`config.mk`:
```
export PLATFORM = sky130hd
export DESIGN_NAME = fwr3_front
export DESIGN_NICKNAME = d
export VERILOG_FILES = /design/src/rtl/core/fwr3_pkg.sv /design/src/rtl/core/fwr3_front.sv
export SDC_FILE = /design/constraint.sdc
export NUM_CORES = 1
export LEC_CHECK = 0
export BUFFER_PORTS_ARGS = -buffer_cell sky130_fd_sc_hd__clkbuf_2
export CAP_MARGIN = 5
export CORE_ASPECT_RATIO = 0.75
export CORE_MARGIN = 4
export CORE_UTILIZATION = 55
export DETAILED_ROUTE_END_ITERATION = 10
export PLACE_DENSITY = 0.8
export SLEW_MARGIN = 0
export SYNTH_ARGS = -nofsm -noshare
export SYNTH_HDL_FRONTEND = slang
export SYNTH_SLANG_ARGS = --single-unit
```
`constraint.sdc`:
```
create_clock -name clk -period 4.27 [get_ports clk]
set_clock_uncertainty 0.15 [all_clocks]
set_input_delay 0.2135 -clock clk [delete_from_list [all_inputs] [get_ports clk]]
set_output_delay 0.2135 -clock clk [all_outputs]
set_load 0.005 [all_outputs]
```
`src/rtl/core/fwr3_pkg.sv`:
```
// Shared types, constants and helpers for the 3D full-weighting restriction block.
// No dependencies; every other file but fwr3_ram refers to this package by scoped names.
`default_nettype none

package fwr3_pkg;

    // Grid limits and field widths
    localparam int MAX_COARSE = 64;
    localparam int CNT_W      = 7;
    localparam int POS_W      = CNT_W + 1;
    localparam int IDX_W      = $clog2(MAX_COARSE);
    localparam int SAMPLE_W   = 32;
    localparam int ZS_W       = SAMPLE_W + 2;
    localparam int ROW_W      = ZS_W + 2;
    localparam int PLANE_W    = ROW_W + 2;
    localparam int ROUND_SH   = 6;

    // Store depths
    localparam int ROW_DEPTH   = MAX_COARSE;
    localparam int PLANE_DEPTH = MAX_COARSE * MAX_COARSE;
    localparam int PLANE_AW    = 2 * IDX_W;

    // Queue sizes
    localparam int CMD_DEPTH = 4;
    localparam int CMD_PTR_W = $clog2(CMD_DEPTH);
    localparam int RES_DEPTH = 4;
    localparam int RES_PTR_W = $clog2(RES_DEPTH);

    // Configuration register indexes
    localparam int CFG_IDX_W = 2;
    localparam logic [CFG_IDX_W-1:0] REG_COARSE_X = 2'd0;
    localparam logic [CFG_IDX_W-1:0] REG_COARSE_Y = 2'd1;
    localparam logic [CFG_IDX_W-1:0] REG_COARSE_Z = 2'd2;

    // Operation on the row accumulator (chosen by fine y)
    typedef enum logic [1:0] {
        ROW_INIT,
        ROW_ADD,
        ROW_CLOSE
    } row_op_t;

    // Operation on the plane accumulator (chosen by fine x)
    typedef enum logic [1:0] {
        PLANE_INIT,
        PLANE_ADD,
        PLANE_EMIT
    } plane_op_t;

    // One classified transaction passed from front to back
    typedef struct packed {
        logic signed [ZS_W-1:0] zs;
        logic [IDX_W-1:0]       k;
        logic [IDX_W-1:0]       j;
        row_op_t                row_op;
        plane_op_t              plane_op;
        logic                   done;
    } cmd_t;

    // Clamp a written count to the supported range
    function automatic logic [CNT_W-1:0] clamp_count(input logic [CNT_W-1:0] c);
        logic [CNT_W-1:0] r;
        r = c;
        if (c == '0)
            r = CNT_W'(1);
        else if (c > CNT_W'(MAX_COARSE))
            r = CNT_W'(MAX_COARSE);
        return r;
    endfunction

endpackage

`default_nettype wire

```
`src/rtl/core/fwr3_front.sv`:
```
// Front end: accepts fine samples, tracks the fine position, filters along z and
// classifies each transaction for the back end. Depends on fwr3_pkg.
`default_nettype none

module fwr3_front (
    input  wire logic                              clk,
    input  wire logic                              rst_n,
    input  wire logic                              push,
    input  wire logic signed [fwr3_pkg::SAMPLE_W-1:0] fine_sample,
    input  wire logic                              q_full,
    input  wire logic                              cfg_we,
    input  wire logic [fwr3_pkg::CFG_IDX_W-1:0]    cfg_index,
    input  wire logic [fwr3_pkg::CNT_W-1:0]        cfg_data,
    output logic                                   enq,
    output fwr3_pkg::cmd_t                         enq_cmd
);

    logic [fwr3_pkg::CNT_W-1:0] cx_reg, cy_reg, cz_reg;
    logic [fwr3_pkg::POS_W-1:0] px_reg, py_reg, pz_reg;
    logic [fwr3_pkg::POS_W-1:0] px_next, py_next, pz_next;
    logic signed [fwr3_pkg::SAMPLE_W-1:0] zp0_reg, zp1_reg;
    logic [fwr3_pkg::POS_W-1:0] x_last, y_last, z_last;
    logic [fwr3_pkg::POS_W-2:0] k_full, j_full;
    logic accept;
    logic cfg_hit;

    assign accept  = push && !q_full;
    assign cfg_hit = cfg_we && (cfg_index == fwr3_pkg::REG_COARSE_X
                             || cfg_index == fwr3_pkg::REG_COARSE_Y
                             || cfg_index == fwr3_pkg::REG_COARSE_Z);

    // Last fine index on each axis is twice the coarse count
    assign x_last = {cx_reg, 1'b0};
    assign y_last = {cy_reg, 1'b0};
    assign z_last = {cz_reg, 1'b0};

    // Advance the fine position, z fastest; a register write returns to the origin
    always_comb
    begin
        px_next = px_reg;
        py_next = py_reg;
        pz_next = pz_reg;
        if (cfg_hit)
        begin
            px_next = '0;
            py_next = '0;
            pz_next = '0;
        end
        else if (accept)
        begin
            if (pz_reg == z_last)
            begin
                pz_next = '0;
                if (py_reg == y_last)
                begin
                    py_next = '0;
                    px_next = (px_reg == x_last) ? '0 : px_reg + 1'b1;
                end
                else
                begin
                    py_next = py_reg + 1'b1;
                end
            end
            else
            begin
                pz_next = pz_reg + 1'b1;
            end
        end
    end

    // Classify: coarse indexes, z-filtered sum and accumulator operations
    assign k_full = pz_reg[fwr3_pkg::POS_W-1:1] - 1'b1;
    assign j_full = py_reg[fwr3_pkg::POS_W-1:1] - 1'b1;

    always_comb
    begin
        enq_cmd.zs = fwr3_pkg::ZS_W'(zp0_reg) + (fwr3_pkg::ZS_W'(zp1_reg) <<< 1)
                   + fwr3_pkg::ZS_W'(fine_sample);
        enq_cmd.k  = k_full[fwr3_pkg::IDX_W-1:0];
        enq_cmd.j  = j_full[fwr3_pkg::IDX_W-1:0];
        if (py_reg == '0)
            enq_cmd.row_op = fwr3_pkg::ROW_INIT;
        else if (py_reg[0])
            enq_cmd.row_op = fwr3_pkg::ROW_ADD;
        else
            enq_cmd.row_op = fwr3_pkg::ROW_CLOSE;
        if (px_reg == '0)
            enq_cmd.plane_op = fwr3_pkg::PLANE_INIT;
        else if (px_reg[0])
            enq_cmd.plane_op = fwr3_pkg::PLANE_ADD;
        else
            enq_cmd.plane_op = fwr3_pkg::PLANE_EMIT;
        enq_cmd.done = (px_reg == x_last) && (py_reg == y_last) && (pz_reg == z_last);
    end

    // Only even z past the first pair closes a z triple
    assign enq = accept && (pz_reg[fwr3_pkg::POS_W-1:1] != '0) && !pz_reg[0];

    // Hold counts and position
    always_ff @(posedge clk or negedge rst_n)
    begin
        if (!rst_n)
        begin
            cx_reg <= fwr3_pkg::CNT_W'(fwr3_pkg::MAX_COARSE);
            cy_reg <= fwr3_pkg::CNT_W'(fwr3_pkg::MAX_COARSE);
            cz_reg <= fwr3_pkg::CNT_W'(fwr3_pkg::MAX_COARSE);
            px_reg <= '0;
            py_reg <= '0;
            pz_reg <= '0;
        end
        else
        begin
            if (cfg_we && cfg_index == fwr3_pkg::REG_COARSE_X)
                cx_reg <= fwr3_pkg::clamp_count(cfg_data);
            if (cfg_we && cfg_index == fwr3_pkg::REG_COARSE_Y)
                cy_reg <= fwr3_pkg::clamp_count(cfg_data);
            if (cfg_we && cfg_index == fwr3_pkg::REG_COARSE_Z)
                cz_reg <= fwr3_pkg::clamp_count(cfg_data);
            px_reg <= px_next;
            py_reg <= py_next;
            pz_reg <= pz_next;
        end
    end

    // Shift the previous two samples along z
    always_ff @(posedge clk)
    begin
        if (accept)
        begin
            zp0_reg <= zp1_reg;
            zp1_reg <= fine_sample;
        end
    end

endmodule

`default_nettype wire

```
; ---- Word level (Yosys, flattened, before mapping)
; Index checks and enable logic that the tools add are counted.
[word_totals]
reg_bits = 109
input_bits = 46
out_inout_bits = 52
elab_cells = 62
[classes]
n_addsub = 7
order_cmp = 1
eq_ne = 5
n_mux = 18
n_reduce_logical = 23
[op_table]
columns = operator, count
row1 = $mux 8, 12
row2 = $add 32x33->34, 1
row3 = $add 34x32->34, 1
row4 = $add 8x1->8 const B, 3
row5 = $eq 8x8->1, 3
row6 = $logic_not 8->1, 2
row7 = $mux 7, 2
row8 = $sub 6x1->6 const B, 2
row9 = $logic_and 1x1->1, 9
row10 = $mux 2, 4
row11 = $gt 7x7->1 const B, 1
row12 = $logic_not 7->1, 1
row13 = $reduce_bool 7->1, 1
row14 = $reduce_bool 2->1, 3
row15 = $reduce_and 3->1, 1
row16 = $eq 2x1->1 const B, 1
row17 = $eq 2x2->1 const B, 1
row18 = $logic_not 1->1, 2
row19 = $logic_not 2->1, 1
row20 = $logic_or 1x1->1, 2
row21 = $reduce_and 2->1, 1

; ---- Depth between registers and ports, before layout
[logic_depth]
depth_word = 6
ltp_mapped = 12
depth_no_buf = 12

; ---- Worst setup path after synthesis
; OpenSTA, ideal clock, no wires.
[synth_timing]
path_type = register to output
from = register zp0_reg[1] (netlist name)
to = output enq_cmd[50] (netlist name)
arrival_time_ns = 2.869
required_ns = 3.907
path_slack_ns = 1.038
stages_incl_launch_ff = 13
n_path_buf = 0
cell_sequence = edfxtp_1 inv_1 fa_1 inv_1 ha_1 fa_1 a211oi_1 o211ai_1 nand2_1 o41ai_2 a211o_1 a221oi_1 xnor2_1
[synth_rtl]
columns = item, line_no
row1 = "start, declared", fwr3_front.sv:21  ; logic signed [fwr3_pkg::SAMPLE_W-1:0] zp0_reg, zp1_reg;
row2 = "start signal, assigned", fwr3_front.sv:130  ; zp0_reg <= zp1_reg;
row3 = "end, declared", fwr3_front.sv:15  ; output fwr3_pkg::cmd_t enq_cmd

==> out/metrics.yaml <==
dieArea_sq_um: 14700
fin_ws_ns: 0.203
cts-root-buf: "clkbuf_16"
cts_tree: "done"
worst_slew_margin_rel_pct: 26.5
track_usage_pct: 22.5
synth_cell_types: 58
yosys-top-cells-area: "edfxtp_1 (27%), dfrtp_1 (15%), fa_1 (9.4%)"
peakVddDrop_uv: 350
antenna_found_initial: 0
numPortBuffers: 97
synthArstFlopShare_pct: 41.3
yosysWarningCount: 0
antennaDiodeCount: 0
cp_max_fo: 6
dieWidth_um: 139
clk_path_buf_depth: 2
min-delay-start: "cfg_data[1]"
use_met1_pct: 31.8
syn_area_sq_um: 7030
r2r_cells: 6
ys.flop_type: "edfxtp_1"
r2r_slack_ns: 1.74
top_usage_layer: "met2"
synthAdderAreaFrac_pct: 17.1
area_delta_synth_final_pct: 17.3
row_count: 35
worstHoldPathCells: 3
rsz0062_at_grt: "false"
synth_most_common_cell: "nand2_1"
crit_type: "flip-flop to output pin"
place.gp.congestion: 0.906
timing.hold.ws_ns: 0.0492
worstPathRequired_ns: 3.91
yosys.area.top_type: "edfxtp_1"
yosysSeqAreaShare_pct: 43.4
gr-total-overflow: 0
max_freq_mhz: 246
synth.top_cell.area_share_pct: 27.4
fill_cells: 900
drv_slew: 0
synth_xor_area_share_pct: 7.85
grt_pass1_wl_um: 27100
dp_hpwl_um: 11600
grt_use_met2_pct: 35.9
ys_seq_elements: 109
io_pins: 98
grt_max_degree: 53
fin_crit_sh_pct: 95.2
cts_buffers: 9
wire_per_inst_um: 16.7
core_area_sq_um: 12400
cp.arrival_ns: 3.70
clk_pin_slew_ns: 0.08
dr.pass1.iters: 5
whs_endpoint: "cx_reg[1]"
power_uw: 3550
crit_path_end_kind: "output pin"
crit_path_start_kind: "flip-flop"
use_met3_pct: 4.81
grt_pass1_vias: 5522
placed_cells: 900
syn_inst: 666
hold_path_class: "input port to flip-flop"
vias: 5479
fin_tns_setup_ns: 0
p_leak_uw: 0.00352
synth_top_family_by_area: "adder cells"
maxCapViolations: 0
synth_mux_area_share_pct: 0.623
cts_setup_buffers: 0
worst_pin_slew_ns: 1.10
r2r-end: "px_reg[7]"
fin_cells: 949
antenna_left: 0
synth.net_count: 788
cts_sinks: 109
synth-edff-count: 64
die_h_um: 106
dpl_worst_slack_ns: 0.534
status: "completed"
syn_avg_cell_area_sq_um: 10.6
wl_um: 15800
synthTopCellsByCount: "nand2_1 (73), edfxtp_1 (64), a21oi_1 (53)"
drive_gt1_share_pct: 17.4
rr_startpoint: "pz_reg[1]"
cts.htree.levels: 3
hold_viol_final: 0
synth-simple-area-share_pct: 13.1
power_density_nw_per_um2: 431
final-setup-viol-count: 0
drtIter0Drc: 422
via_per_inst: 5.77
final_nets: 900
drc: 0
start_util_pct: 56.7
synth_compound_area_share_pct: 14.7
clk_latency_ns: 0.35
period_needed_ns: 4.07
## per-layer routing
| layer | wire length (um) | vias up |
|---|---|---|
| met5 | 0 | - |
| met4 | 210 | 0 |
| met3 | 984 | 23 |
| met2 | 7450 | 199 |
| met1 | 7170 | 2660 |
| li1 | - | 2597 |
## worst max-delay path: stages (launching register included)
cell and delay (ns):
edfxtp_1 0.37, inv_1 0.06, fa_1 0.47, inv_1 0.04, ha_1 0.22, fa_1 0.44
a211oi_1 0.35, o211ai_1 0.17, nand2_1 0.17, o41ai_2 0.11, a211o_1 0.36, a221oi_2 0.30
xnor2_1 0.16, clkbuf_2 0.14
## cell families after synthesis
| group | count (synthesis) |
|---|---|
| and+or+nand+nor | 191 |
| AOI/OAI and AO/OA | 166 |
| DFF | 109 |
| adders and majority gates | 76 |
| xor gates and xnor gates | 63 |
| buffers and inverters | 57 |
| muxes | 4 |
## worst max-delay path by stage
stage | from | to | slack, ns | cells past startpoint
3_3_place_gp | fine_sample[1] | enq_cmd[50] | 0.68 | 14
4_1_cts | zp1_reg[0] | enq_cmd[50] | 0.16 | 13
2_1_floorplan | zp0_reg[1] | enq_cmd[50] | 1.04 | 12
3_5_place_dp | fine_sample[1] | enq_cmd[50] | 0.53 | 14
6_report | zp1_reg[0] | enq_cmd[50] | 0.20 | 13
5_1_grt | zp1_reg[0] | enq_cmd[50] | 0.06 | 13
## layout make-up
cell class	count	area [sq um]	share of cell area, %
Multi-Input combinational cell	500	3760	45.6
Inverter	27	101	1.23
Timing Repair Buffer	131	823	9.99
Sequential cell	109	3050	37.0
Clock inverter	5	48.8	0.592
Tap cell	166	208	2.52
Clock buffer	11	254	3.08
## stage by stage
step,cell area [sq um],util (%)
detailed placement,7600,61.4
global route,8240,66.5
CTS,8240,66.5
floorplan,7030,-
global placement,7600,61.4
finish,8240,66.5
## cells in the final DEF, fill, tap and decap left out, types with 9 or more instances in the layout
| cell | Yosys | final |
|---|---|---|
| nor2_1 | 33 | 33 |
| and3_1 | 10 | 10 |
| a21oi_1 | 53 | 53 |
| ha_1 | 43 | 43 |
| clkbuf_2 | 0 | 97 |
| dfrtp_1 | 42 | 42 |
| o21ai_0 | 34 | 34 |
| edfxtp_1 | 64 | 64 |
| clkbuf_16 | 0 | 10 |
| nor3_1 | 10 | 10 |
| dlygate4sd3_1 | 0 | 33 |
| nand2b_1 | 9 | 9 |
| inv_1 | 27 | 26 |
| xnor2_1 | 28 | 28 |
| nand3_1 | 18 | 18 |
| o21ai_1 | 26 | 26 |
| nand2_1 | 73 | 73 |
| nand4_1 | 10 | 10 |
| fa_1 | 33 | 33 |
| xor2_1 | 35 | 35 |
## repair_timing
action,CTS,global route
setup endpoints to repair,0,1
gates resized for setup,0,1
hold buffers,33,0
hold endpoints to repair,74,0
## where the power goes
| group | internal, uW | switching, uW | leakage (uW) |
|---|---|---|---|
| Clock | 445 | 404 | 0.000149 |
| Sequential | 1230 | 127 | 0.00119 |
| Combinational | 597 | 753 | 0.00218 |
| Total | 2270 | 1280 | 0.00352 |
Note: power is estimated with default switching activity, not from simulation.
