### src/rtl/core/fwr3_pkg.sv
// Shared types, constants and helpers for the 3D full-weighting restriction block.
// No dependencies; every other file but fwr3_ram refers to this package by scoped names.
`default_nettype none

package fwr3_pkg;

    // Grid limits and field widths
    localparam int MAX_COARSE = 64;
    localparam int CNT_W      = 7;
    localparam int POS_W      = CNT_W + 1;
    localparam int IDX_W      = $clog2(MAX_COARSE);
    localparam int SAMPLE_W   = 32;
    localparam int ZS_W       = SAMPLE_W + 2;
    localparam int ROW_W      = ZS_W + 2;
    localparam int PLANE_W    = ROW_W + 2;
    localparam int ROUND_SH   = 6;

    // Store depths
    localparam int ROW_DEPTH   = MAX_COARSE;
    localparam int PLANE_DEPTH = MAX_COARSE * MAX_COARSE;
    localparam int PLANE_AW    = 2 * IDX_W;

    // Queue sizes
    localparam int CMD_DEPTH = 4;
    localparam int CMD_PTR_W = $clog2(CMD_DEPTH);
    localparam int RES_DEPTH = 4;
    localparam int RES_PTR_W = $clog2(RES_DEPTH);

    // Configuration register indexes
    localparam int CFG_IDX_W = 2;
    localparam logic [CFG_IDX_W-1:0] REG_COARSE_X = 2'd0;
    localparam logic [CFG_IDX_W-1:0] REG_COARSE_Y = 2'd1;
    localparam logic [CFG_IDX_W-1:0] REG_COARSE_Z = 2'd2;

    // Operation on the row accumulator (chosen by fine y)
    typedef enum logic [1:0] {
        ROW_INIT,
        ROW_ADD,
        ROW_CLOSE
    } row_op_t;

    // Operation on the plane accumulator (chosen by fine x)
    typedef enum logic [1:0] {
        PLANE_INIT,
        PLANE_ADD,
        PLANE_EMIT
    } plane_op_t;

    // One classified transaction passed from front to back
    typedef struct packed {
        logic signed [ZS_W-1:0] zs;
        logic [IDX_W-1:0]       k;
        logic [IDX_W-1:0]       j;
        row_op_t                row_op;
        plane_op_t              plane_op;
        logic                   done;
    } cmd_t;

    // Clamp a written count to the supported range
    function automatic logic [CNT_W-1:0] clamp_count(input logic [CNT_W-1:0] c);
        logic [CNT_W-1:0] r;
        r = c;
        if (c == '0)
            r = CNT_W'(1);
        else if (c > CNT_W'(MAX_COARSE))
            r = CNT_W'(MAX_COARSE);
        return r;
    endfunction

endpackage

`default_nettype wire

### src/rtl/core/fwr3_cmd_queue.sv
// Short queue of classified transactions between front and back end.
// Depends on fwr3_pkg.
`default_nettype none

module fwr3_cmd_queue (
    input  wire logic           clk,
    input  wire logic           rst_n,
    input  wire logic           wr_en,
    input  wire fwr3_pkg::cmd_t wr_cmd,
    output logic                full,
    input  wire logic           rd_en,
    output fwr3_pkg::cmd_t      rd_cmd,
    output logic                valid
);

    fwr3_pkg::cmd_t mem_reg [fwr3_pkg::CMD_DEPTH];
    logic [fwr3_pkg::CMD_PTR_W-1:0] wr_ptr_reg, rd_ptr_reg;
    logic [fwr3_pkg::CMD_PTR_W:0]   count_reg;
    logic do_wr, do_rd;

    assign full   = (count_reg == (fwr3_pkg::CMD_PTR_W+1)'(fwr3_pkg::CMD_DEPTH));
    assign valid  = (count_reg != '0);
    assign do_wr  = wr_en && !full;
    assign do_rd  = rd_en && valid;
    assign rd_cmd = mem_reg[rd_ptr_reg];

    // Advance pointers and occupancy
    always_ff @(posedge clk or negedge rst_n)
    begin
        if (!rst_n)
        begin
            wr_ptr_reg <= '0;
            rd_ptr_reg <= '0;
            count_reg  <= '0;
        end
        else
        begin
            if (do_wr)
                wr_ptr_reg <= wr_ptr_reg + 1'b1;
            if (do_rd)
                rd_ptr_reg <= rd_ptr_reg + 1'b1;
            if (do_wr && !do_rd)
                count_reg <= count_reg + 1'b1;
            else if (do_rd && !do_wr)
                count_reg <= count_reg - 1'b1;
        end
    end

    // Store entries
    always_ff @(posedge clk)
    begin
        if (do_wr)
            mem_reg[wr_ptr_reg] <= wr_cmd;
    end

endmodule

`default_nettype wire

### config.mk
export PLATFORM = sky130hd
export DESIGN_NAME = fwr3_cmd_queue
export DESIGN_NICKNAME = d
export VERILOG_FILES = /design/src/rtl/core/fwr3_pkg.sv /design/src/rtl/core/fwr3_cmd_queue.sv
export SDC_FILE = /design/constraint.sdc
export NUM_CORES = 1
export LEC_CHECK = 0
export BUFFER_PORTS_ARGS = -buffer_cell sky130_fd_sc_hd__buf_2
export CORE_MARGIN = 1.5
export CORE_UTILIZATION = 35
export CTS_BUF_LIST = sky130_fd_sc_hd__clkbuf_8
export CTS_CLUSTER_DIAMETER = 40
export DETAILED_ROUTE_END_ITERATION = 10
export GPL_TIMING_DRIVEN = 0
export PLACE_DENSITY = 0.64
export REMOVE_ABC_BUFFERS = 1
export SETUP_SLACK_MARGIN = 0.2
export SYNTH_ARGS = -nofsm -noshare
export SYNTH_HDL_FRONTEND = slang
export SYNTH_SLANG_ARGS = --single-unit
### constraint.sdc
create_clock -name clk -period 4.2 [get_ports clk]
set_input_delay 0.21 -clock clk [delete_from_list [all_inputs] [get_ports clk]]
set_output_delay 0.21 -clock clk [all_outputs]
set_load 0.1 [all_outputs]
# [After elaboration in Yosys (flattened, before gate mapping)]
# Memories as Yosys holds them, arrays and structs flattened.
# Index checks and enable logic that the tools add are counted.
# W data, S select, Z words.
[totals] register_bits=7 ramBits=204 in_bits=55 out_inout_bits=53 memories=1
[mem_list] memory="mem_reg" words=4 width=51 read_ports=1 rd_clocked_by_memory_dff=0 write_ports=1 line="fwr3_cmd_queue.sv:16" text="fwr3_pkg::cmd_t mem_reg [fwr3_pkg::CMD_DEPTH];"
[classes] add_sub_neg=4 eq_ne=1 mux=4 reduce_logical=9
[op_table] cell="$mux W3" count=2
[op_table] cell="$add A2 B1 Y2 const B" count=2
[op_table] cell="$logic_and A1 B1 Y1" count=4
[op_table] cell="$add A3 B1 Y3 const B" count=1
[op_table] cell="$eq A3 B3 Y1 const B" count=1
[op_table] cell="$logic_not A1 Y1" count=3
[op_table] cell="$reduce_bool A3 Y1" count=1
[op_table] cell="$sub A3 B1 Y3 const B" count=1
[op_table] cell="$mux W1" count=2
[op_table] cell="$reduce_bool A2 Y1" count=1

# [Longest topological paths before layout]
# Gate-level depths: netlist of the first run.
[depth] word_depth=7 depth_mapped=9

# [Worst setup path after synthesis of the first run]
# No wires, ideal clock.
[synth_timing] kind="register to register" from="reg count_reg[0] (netlist bit)" to="mem mem_reg[0][0] (netlist bit) (enable)" setup_time_ps=489 arrival_ps=2713 t_required_ps=3711 setup_slack_ps=998 stages_incl_launch_ff=5 path_buffers=1 synth_period_minus_slack_ps=3202 path_cell_list="dfrtp_1 nor3b_2 nor2b_1 buf_6 and2_1"
[synth_via] elab_chain_cells=5
[synth_lines] element="start: declaration" line="fwr3_cmd_queue.sv:18" text="logic [fwr3_pkg::CMD_PTR_W:0] count_reg;"
[synth_lines] element="start signal: assignment" line="fwr3_cmd_queue.sv:43" text="count_reg <= count_reg + 1'b1;"
[synth_lines] element="start signal: assignment" line="fwr3_cmd_queue.sv:45" text="count_reg <= count_reg - 1'b1;"
[synth_lines] element="$eq A3 B3 Y1" line="fwr3_cmd_queue.sv:21" text="assign full = (count_reg == (fwr3_pkg::CMD_PTR_W+1)'(fwr3_pkg::CMD_DEPTH));"
[synth_lines] element="net full" line="fwr3_cmd_queue.sv:10" text="output logic full,"
[synth_lines] element="$logic_not A1 Y1" line="fwr3_cmd_queue.sv:23" text="assign do_wr = wr_en && !full;"
[synth_lines] element="$logic_and A1 B1 Y1" line="fwr3_cmd_queue.sv:23"
[synth_lines] element="net do_wr" line="fwr3_cmd_queue.sv:19" text="logic do_wr, do_rd;"
[synth_lines] element="$mux W1" line="fwr3_cmd_queue.sv:52" text="if (do_wr)"
[synth_lines] element="$mux W1 (implied by the code)" line="fwr3_cmd_queue.sv:53" text="mem_reg[wr_ptr_reg] <= wr_cmd;"
[synth_lines] element="end: declaration" line="fwr3_cmd_queue.sv:16"
# The timed path passes the listed nets, and every way through them passes these cells.

==> results.toml, run 1 <==
[route]
drtIter0Drc = 172
wire_per_inst_um = 17.5
first_pass_iters = 4
viasPerCell = 4.62
routed_wl_um = 14000
final_antenna_net_count = 0
vias = 3702
drc = 0

[sta]
report.final.slew_viol_count = 0
setup_violations = 0
maxSlewHeadroom_pct = 44.5
finalHoldViolCount = 0
timing.fmax_ghz = 0.372
period_needed_ns = 2.69
rsz0062_at_grt = "false"
finalClockSkew_ns = 0.0102
fin_crit_sh_pct = 64.0
tightest_slew_ns = 0.833

[critical_path]
cp_max_fo = 29
startpoint_type = "flip-flop"
critPathCaptureType = "primary output"
crit_path_cell_trace = "buf_16 > mux4_1 > buf_2"
max_stage_delay_ns = 0.76
cp_data_required_time_ns = 3.99
crit_arrival_ns = 2.48
path_class = "reg -> out"
crit_slowest_cell = "dfrtp_4"

[global_route]
first_global_vias = 4228
grt_overflow = 0
grt_max_degree = 52
grt_util_all_layers_pct = 12.3
grt-busiest-layer = "met2"
met1_usage_pct = 14.2
grt_pass1_wl_um = 22300
use_met2_pct = 21.5
grt_util_met3_pct = 3.75
antenna_found_initial = 0

[synth]
synth_seq_cells = 211
synth_top_cell_by_area = "edfxtp_1"
yosysSeqAreaShare_pct = 80.3
ys_async_sr_fraction_pct = 3.32
syn_area_um2 = 7850
synth_cells = 302
yosysUniqueCellTypes = 22
syn_avg_cell_area_um2 = 26.0
synth_top_area_share_pct = 78.1
synth-warning-count = 0
synth_most_common_cell = "edfxtp_1"
synth_commonest_cells = "edfxtp_1, mux4_2, dfrtp_1"
synth_edf_count = 204
synth.area.top_cells = "edfxtp_1, mux4_2, dfrtp_1"
synth_flop_cell = "edfxtp_1"

[floorplanning]
num_rows = 54
coreArea_um2 = 21900
dieWidth_um = 153
die_h_um = 153
ioPinCount = 108
initial_core_util_pct = 35.8
dieArea_um2 = 23300

[clock_tree]
cts-root-buf = "clkbuf_8"
cts_sinks = 211
post-cts-setup-buffers = 0
clock_path_buffers = 3
cts_tree = "yes"
cts_max_level = 2
clock_latency_ns = 0.51
cts_resized = 0
cts_made_buffers = 39
clk_pin_slew_worst_paths_ns = 0.05

[placed_design]
portBuffers = 107
hpwl_um = 7560
routabilityCongestion = 0.677

[layout]
largest_reg_flops = 204
syn_to_final_growth_pct = 27.1
postLayoutCoreUtil_pct = 45.6
num_antenna_cells = 0
nets = 553
final_layout_size_suffix_gt1_share_pct = 42.4

[flow_run]
max_cap_violations = 0

[run_status]
outcome = "completed"

[min_path]
min_path_type = "in -> async"
repair_timing:
item | 4_1_cts | 5_1_grt
hold buffers | 53 | 0
endpoints found under the hold margin | 213 | 0
endpoints found under the setup margin | 0 | 0
critical path: cells and delay by family, from the launching register on:
kind | cells | cell delay, ns
buffers and inverters | 2 | 0.61
muxes | 1 | 0.59
DFF | 1 | 0.76
path summary, 6_finish.rpt:
check                               from             end  slack [ns]  cells after the start
max reg2reg                 count_reg[2]  mem_reg[0][44]        1.95                      3
max in group asynchronous          rst_n   rd_ptr_reg[0]        3.96                      2
min reg2reg                 count_reg[2]    count_reg[2]        0.48                      1
min                                rst_n    count_reg[2]        0.06                      2
min in group clk                   wr_en   wr_ptr_reg[0]        0.21                      3
max                        rd_ptr_reg[0]      rd_cmd[36]        1.51                      3
cell type report:
class	instances	area [µm²]
sequential	211	6310
clock buffer	41	564
multi-input combinational	75	1390
inverter	3	11.3
fill	1862	11900
tap	280	350
timing repair buffer	162	1110
clock inverter	29	238
through the flow:
stage / area (µm²) / worst slack [ns] / instances / setup TNS (ns) / hold slack, ns
after global placement: 8580 / -0.127 / 676 / -0.325 / 0.0443
final: 9980 / 1.51 / 801 / 0 / 0.0584
after detailed placement: 8640 / 1.94 / 678 / 0 / 0.0533
after global routing: 9980 / 1.33 / 801 / 0 / 0.0390
after floorplan: 7700 / 0.663 / 289 / 0 / -0.0856
after CTS: 9980 / 1.39 / 801 / 0 / 0.0292
cells in the final DEF (no fill, tap or decap):
master	instances
and2_4	4
buf_12	1
buf_16	1
buf_2	107
bufinv_16	4
clkbuf_8	41
clkinv_1	8
clkinv_2	6
clkinv_4	1
clkinvlp_4	3
dfrtp_1	5
dfrtp_2	1
dfrtp_4	1
dlygate4sd3_1	53
edfxtp_1	204
fa_1	1
ha_1	5
inv_1	10
mux2_2	1
mux2_4	1
mux4_1	3
mux4_2	48
nand2_1	1
nand3_1	1
nor2_1	1
nor2b_1	1
nor3b_2	1
or3_1	1
xnor2_1	4
xor2_1	2
per-layer routing:
metal  wire length [µm]  up-vias  part of all wire [%]
li1                   -     1675                     -
met4                284        0                   2.0
met1               5600     1890                    40
met3                830       29                   5.9
met5                  0        -                     0
met2               7280      108                    52
kinds of logic after synthesis:
kind of cell	count (synthesis)	share of synthesized area, %
buf+inv	16	2.07
fa+ha+maj	6	1.05
xor+xnor	6	0.670
flops	211	80.3
mux	53	15.1
simple gates	10	0.797
Power of run 1 is not shown: default switching activity piles up to over one toggle a cycle in this logic, so the estimate is an artifact.
==> run 2, diff against run 1 <==
--- a/config.mk
+++ b/config.mk
@@ -5,6 +5,7 @@
 export SDC_FILE = /design/constraint.sdc
 export NUM_CORES = 1
 export LEC_CHECK = 0
+export ABC_AREA = 1
 export BUFFER_PORTS_ARGS = -buffer_cell sky130_fd_sc_hd__buf_2
 export CORE_MARGIN = 1.5
 export CORE_UTILIZATION = 35
@@ -12,7 +13,7 @@
 export CTS_CLUSTER_DIAMETER = 40
 export DETAILED_ROUTE_END_ITERATION = 10
 export GPL_TIMING_DRIVEN = 0
-export PLACE_DENSITY = 0.64
+export PLACE_DENSITY = 0.66
 export REMOVE_ABC_BUFFERS = 1
 export SETUP_SLACK_MARGIN = 0.2
 export SYNTH_ARGS = -nofsm -noshare
==> constraint.sdc (replaced) <==
create_clock -name clk -period 2.39 [get_ports clk]
set_input_delay 0.1195 -clock clk [delete_from_list [all_inputs] [get_ports clk]]
set_output_delay 0.1195 -clock clk [all_outputs]
set_load 0.1 [all_outputs]
==> results.toml, run 2 <==
[run_status]
outcome = "completed"

[sta]
finalHoldViolCount = 0
setup_violations = 0
tightest_slew_ns = 0.527
report.final.slew_viol_count = 0
timing.fmax_ghz = 0.472
fin_crit_sh_pct = 88.6
rsz0062_at_grt = "true"
maxSlewHeadroom_pct = 64.8
finalClockSkew_ns = 0.0201
period_needed_ns = 2.12
fin_hold_ws_ns = 0.351

[global_route]
grt_overflow = 0
first_global_vias = 5662
grt_pass1_wl_um = 31000
antenna_found_initial = 0
grt_util_all_layers_pct = 15.7
grt_max_degree = 42

[clock_tree]
cts_made_buffers = 41
clk_pin_slew_worst_paths_ns = 0.06
clock_latency_ns = 0.52
cts_tree = "yes"
cts_sinks = 211
cts-root-buf = "clkbuf_8"
clock_path_buffers = 3
cts_max_level = 2

[critical_path]
r2r_end = "count_reg[2]"
worstRegToRegCells = 11
critPathCaptureType = "primary output"
critPathLaunch = "rd_ptr_reg[0]"
startpoint_type = "flip-flop"
path_class = "reg -> out"
cp_max_fo = 32
worstReg2RegStart = "count_reg[0]"
crit_arrival_ns = 2.00
crit_end = "rd_cmd[9]"
ff2ff_setup_slack_ns = 0.39
cp_data_required_time_ns = 2.27

[floorplanning]
ioPinCount = 108
initial_core_util_pct = 35.4
num_rows = 58
dieWidth_um = 162
die_h_um = 162
dieArea_um2 = 26300
coreArea_um2 = 25000

[layout]
final_layout_size_suffix_gt1_share_pct = 34.4
final_cell_mix = "edfxtp_1, nand2_1, inv_1"
final_common_cell = "edfxtp_1"
postLayoutCoreUtil_pct = 46.5
largest_reg_flops = 204
stdcell_count = 1211
syn_to_final_growth_pct = 31.3
num_antenna_cells = 0
nets = 913

[route]
final_antenna_net_count = 0
drtIter0Drc = 243
first_pass_iters = 4
viasPerCell = 4.57
vias = 5532
drc = 0
wire_per_inst_um = 17.2
routed_wl_um = 20900

[synth]
yosysUniqueCellTypes = 20
synth_top_cell_by_area = "edfxtp_1"
yosysSeqAreaShare_pct = 71.1
synth_flop_cell = "edfxtp_1"
ys_async_sr_fraction_pct = 3.32
synth.area.top_cells = "edfxtp_1, o211ai_2, nand2_1"
synth_edf_count = 204
synth_top_area_share_pct = 69.1
synth_most_common_cell = "edfxtp_1"
synth-warning-count = 0
synth_commonest_cells = "edfxtp_1, nand2_1, inv_1, o211ai_2, inv_2"
syn_avg_cell_area_um2 = 13.5
synth_seq_cells = 211
synth_cells = 655
syn_area_um2 = 8870

[flow_run]
max_cap_violations = 0

[placed_design]
hpwl_um = 9790
place_inst = 1068
portBuffers = 107
routabilityCongestion = 0.653

[min_path]
hold_start = "wr_cmd[3]"
min_path_type = "in -> reg"
[run 2: cell count changes after synthesis, sizes merged, moves of 3 or more]
cell | previous run | this run
nand2 | 1 | 171
buf | 12 | 31
xnor2 | 4 | 1
mux4 | 51 | 0
nor2 | 1 | 4
o211ai | 0 | 102
nand3 | 1 | 7
inv | 3 | 117
and2 | 4 | 0
[run 2: routing by layer]
metal  global-route usage, %  share of wire [%]
met5                       0                  0
met3                    3.29                3.9
met1                    19.6                 45
met4                    5.30                1.8
met2                    27.3                 49
[run 2: timing repair]
item,in CTS,in global routing
hold buffers,55,0
endpoints found under the setup margin,123,134
resized for setup,65,8
pin swaps,2,1
setup buffers,5,1
endpoints found under the hold margin,215,0
cloned,8,2
[run 2: logic make-up after synthesis]
| logic type | share of synthesized area (%) |
|---|---|
| AO/OA/AOI/OAI | 12.1 |
| XOR/XNOR | 0.0988 |
| adder cells (fa/ha/maj) | 0.931 |
| buffers and inverters | 7.95 |
| flip-flops | 71.1 |
| AND/OR/NAND/NOR | 7.87 |
[run 2: critical path, cell delays in order (launching register included)]
cell and delay, ns:
dfrtp_2 0.41, bufinv_16 0.29, buf_16 0.22, nand2_1 0.07
o211ai_1 0.09, nand2_1 0.10, buf_4 0.24
[run 2: area by class of cell]
type,instances,area (µm²)
Clock inverter,29,245
Timing Repair Buffer,183,1660
Clock buffer,43,592
Multi-Input combinational cell,294,1900
Fill cell,2220,13400
Sequential cell,211,6310
Inverter,118,485
Tap cell,330,413
Timing Repair inverter,3,41.3
[run 2: metrics by stage]
step                instance area, µm²  TNS, ns  worst slack (ns)
CTS                              11600        0             0.114
finish                           11600        0             0.272
global placement                  9550  -763.29             -3.18
floorplan                         8600  -250.10             -1.12
global route                     11600        0             0.149
detailed placement                9800   -23.96            -0.491
[run 2: worst min-delay path by stage]
stage                endpoint  slack, ns  cells past startpoint
2_1_floorplan    count_reg[0]      -0.18                      0
3_3_place_gp    rd_ptr_reg[0]      -0.04                      1
3_5_place_dp     count_reg[2]      -0.03                      1
4_1_cts        mem_reg[2][43]       0.31                      2
5_1_grt         mem_reg[2][7]       0.32                      2
6_report        mem_reg[3][3]       0.35                      2
Power of run 2 is left out for the same reason.
==> run 3, diff against run 2 <==
--- a/config.mk
+++ b/config.mk
@@ -5,7 +5,6 @@
 export SDC_FILE = /design/constraint.sdc
 export NUM_CORES = 1
 export LEC_CHECK = 0
-export ABC_AREA = 1
 export BUFFER_PORTS_ARGS = -buffer_cell sky130_fd_sc_hd__buf_2
 export CORE_MARGIN = 1.5
 export CORE_UTILIZATION = 35
==> results.toml, run 3 (synthesis gave the netlist of run 1 again) <==
[placed_design]
routabilityCongestion = 0.664
hpwl_um = 7470
portBuffers = 107

[layout]
largest_reg_flops = 204
num_antenna_cells = 0
fill_cells = 1823
nets = 562
final_layout_size_suffix_gt1_share_pct = 43.9
syn_to_final_growth_pct = 31.6
final_cell_mix = "edfxtp_1, buf_2, dlygate4sd3_1"
final_common_cell = "edfxtp_1"

[floorplanning]
coreArea_um2 = 21900
initial_core_util_pct = 35.8
dieWidth_um = 153
die_h_um = 153
ioPinCount = 108
dieArea_um2 = 23300
num_rows = 54

[sta]
maxSlewHeadroom_pct = 43.4
finalClockSkew_ns = 0.0217
finalHoldViolCount = 0
timing.fmax_ghz = 0.469
tightest_slew_ns = 0.849
rsz0062_at_grt = "true"
fin_tns_setup_ns = 0
fin_crit_sh_pct = 89.2
setup_violations = 0
period_needed_ns = 2.13
report.final.slew_viol_count = 0

[clock_tree]
cts_sinks = 211
clock_latency_ns = 0.51
clock_path_buffers = 3
cts_made_buffers = 37
cts_tree = "yes"
clk_pin_slew_worst_paths_ns = 0.06
cts_max_level = 2
cts-root-buf = "clkbuf_8"

[global_route]
grt_pass1_wl_um = 22900
grt_util_all_layers_pct = 12.7
grt_overflow = 0
antenna_found_initial = 0
grt_max_degree = 52
first_global_vias = 4300

[critical_path]
crit_arrival_ns = 2.55
max_stage_delay_ns = 0.43
cp_data_required_time_ns = 2.81
crit_slowest_cell = "dfrtp_1"
cp_max_fo = 4
crit_path_cell_trace = "or3_4 > nand2_1 > ha_2 > inv_1 > fa_1 > xor2_1 > nor2_1 > xor2_1"
startpoint_type = "flip-flop"
path_class = "reg -> reg"
cpMostUsedCell = "xor2_1"
critPathCaptureType = "flip-flop"

[route]
routed_wl_um = 14900
vias = 3800
drtIter0Drc = 191
first_pass_iters = 4
drc = 0
wire_per_inst_um = 18.5
final_antenna_net_count = 0
viasPerCell = 4.70

[run_status]
outcome = "completed"

[flow_run]
max_cap_violations = 0

[min_path]
min_path_type = "in -> reg"
[run 3: worst paths after layout]
path	slack (ns)	endpoint	from	depth (start not counted)
max	0.26	count_reg[2]	count_reg[1]	8
min	0.07	wr_ptr_reg[0]	wr_en	3
max reg2reg	0.26	count_reg[2]	count_reg[1]	8
min reg2reg	0.53	count_reg[2]	count_reg[2]	1
max in group asynchronous	1.46	rd_ptr_reg[0]	rst_n	3
min in group asynchronous	0.61	count_reg[1]	rst_n	3
[run 3: layout make-up]
| cell class | instances | area [µm²] | area share, % |
|---|---|---|---|
| timing repair buffer | 173 | 1560 | 15.1 |
| inverter | 3 | 11.3 | 0.109 |
| tap | 280 | 350 | 3.39 |
| clock buffer | 39 | 537 | 5.20 |
| clock inverter | 28 | 153 | 1.48 |
| multi-input combinational | 75 | 1410 | 13.6 |
| sequential | 211 | 6310 | 61.1 |
[run 3: timing repair]
item,CTS,global route
gates resized for setup,55,42
endpoints found under the hold margin,213,0
hold buffers,54,0
setup endpoints to repair,257,232
pin swaps,2,0
gates cloned,1,1
setup buffers,6,2
[run 3: layer usage]
layer | vias to the layer above | wire length [µm] | GRT usage, %
met4 | 0 | 261 | 4.49
met1 | 1981 | 6320 | 15.6
met5 | - | 0 | 0
met2 | 100 | 7750 | 21.8
li1 | 1693 | - | -
met3 | 26 | 612 | 3.38
[run 3: per-stage QoR]
stage	cells	hold slack (ns)	area (µm²)	util, %	setup WS (ns)
3_5_place_dp	678	-0.0359	8640	39.5	0.0295
6_report	809	0.0722	10300	47.2	0.257
3_3_place_gp	676	-0.0476	8580	39.2	-1.83
5_1_grt	809	0.0304	10300	47.2	0.146
2_1_floorplan	289	-0.176	7700	-	-1.06
4_1_cts	806	0.0723	10100	46.3	0.142
[run 3: critical path: cells and delay by family (launching register included)]
kind                       cells  cell delay (ns)
buffers and inverters          1             0.05
adders and majority gates      2             0.58
and+or+nand+nor                3             0.66
DFF                            1             0.43
xor gates and xnor gates       2             0.32
Power of run 3 is left out for the same reason.
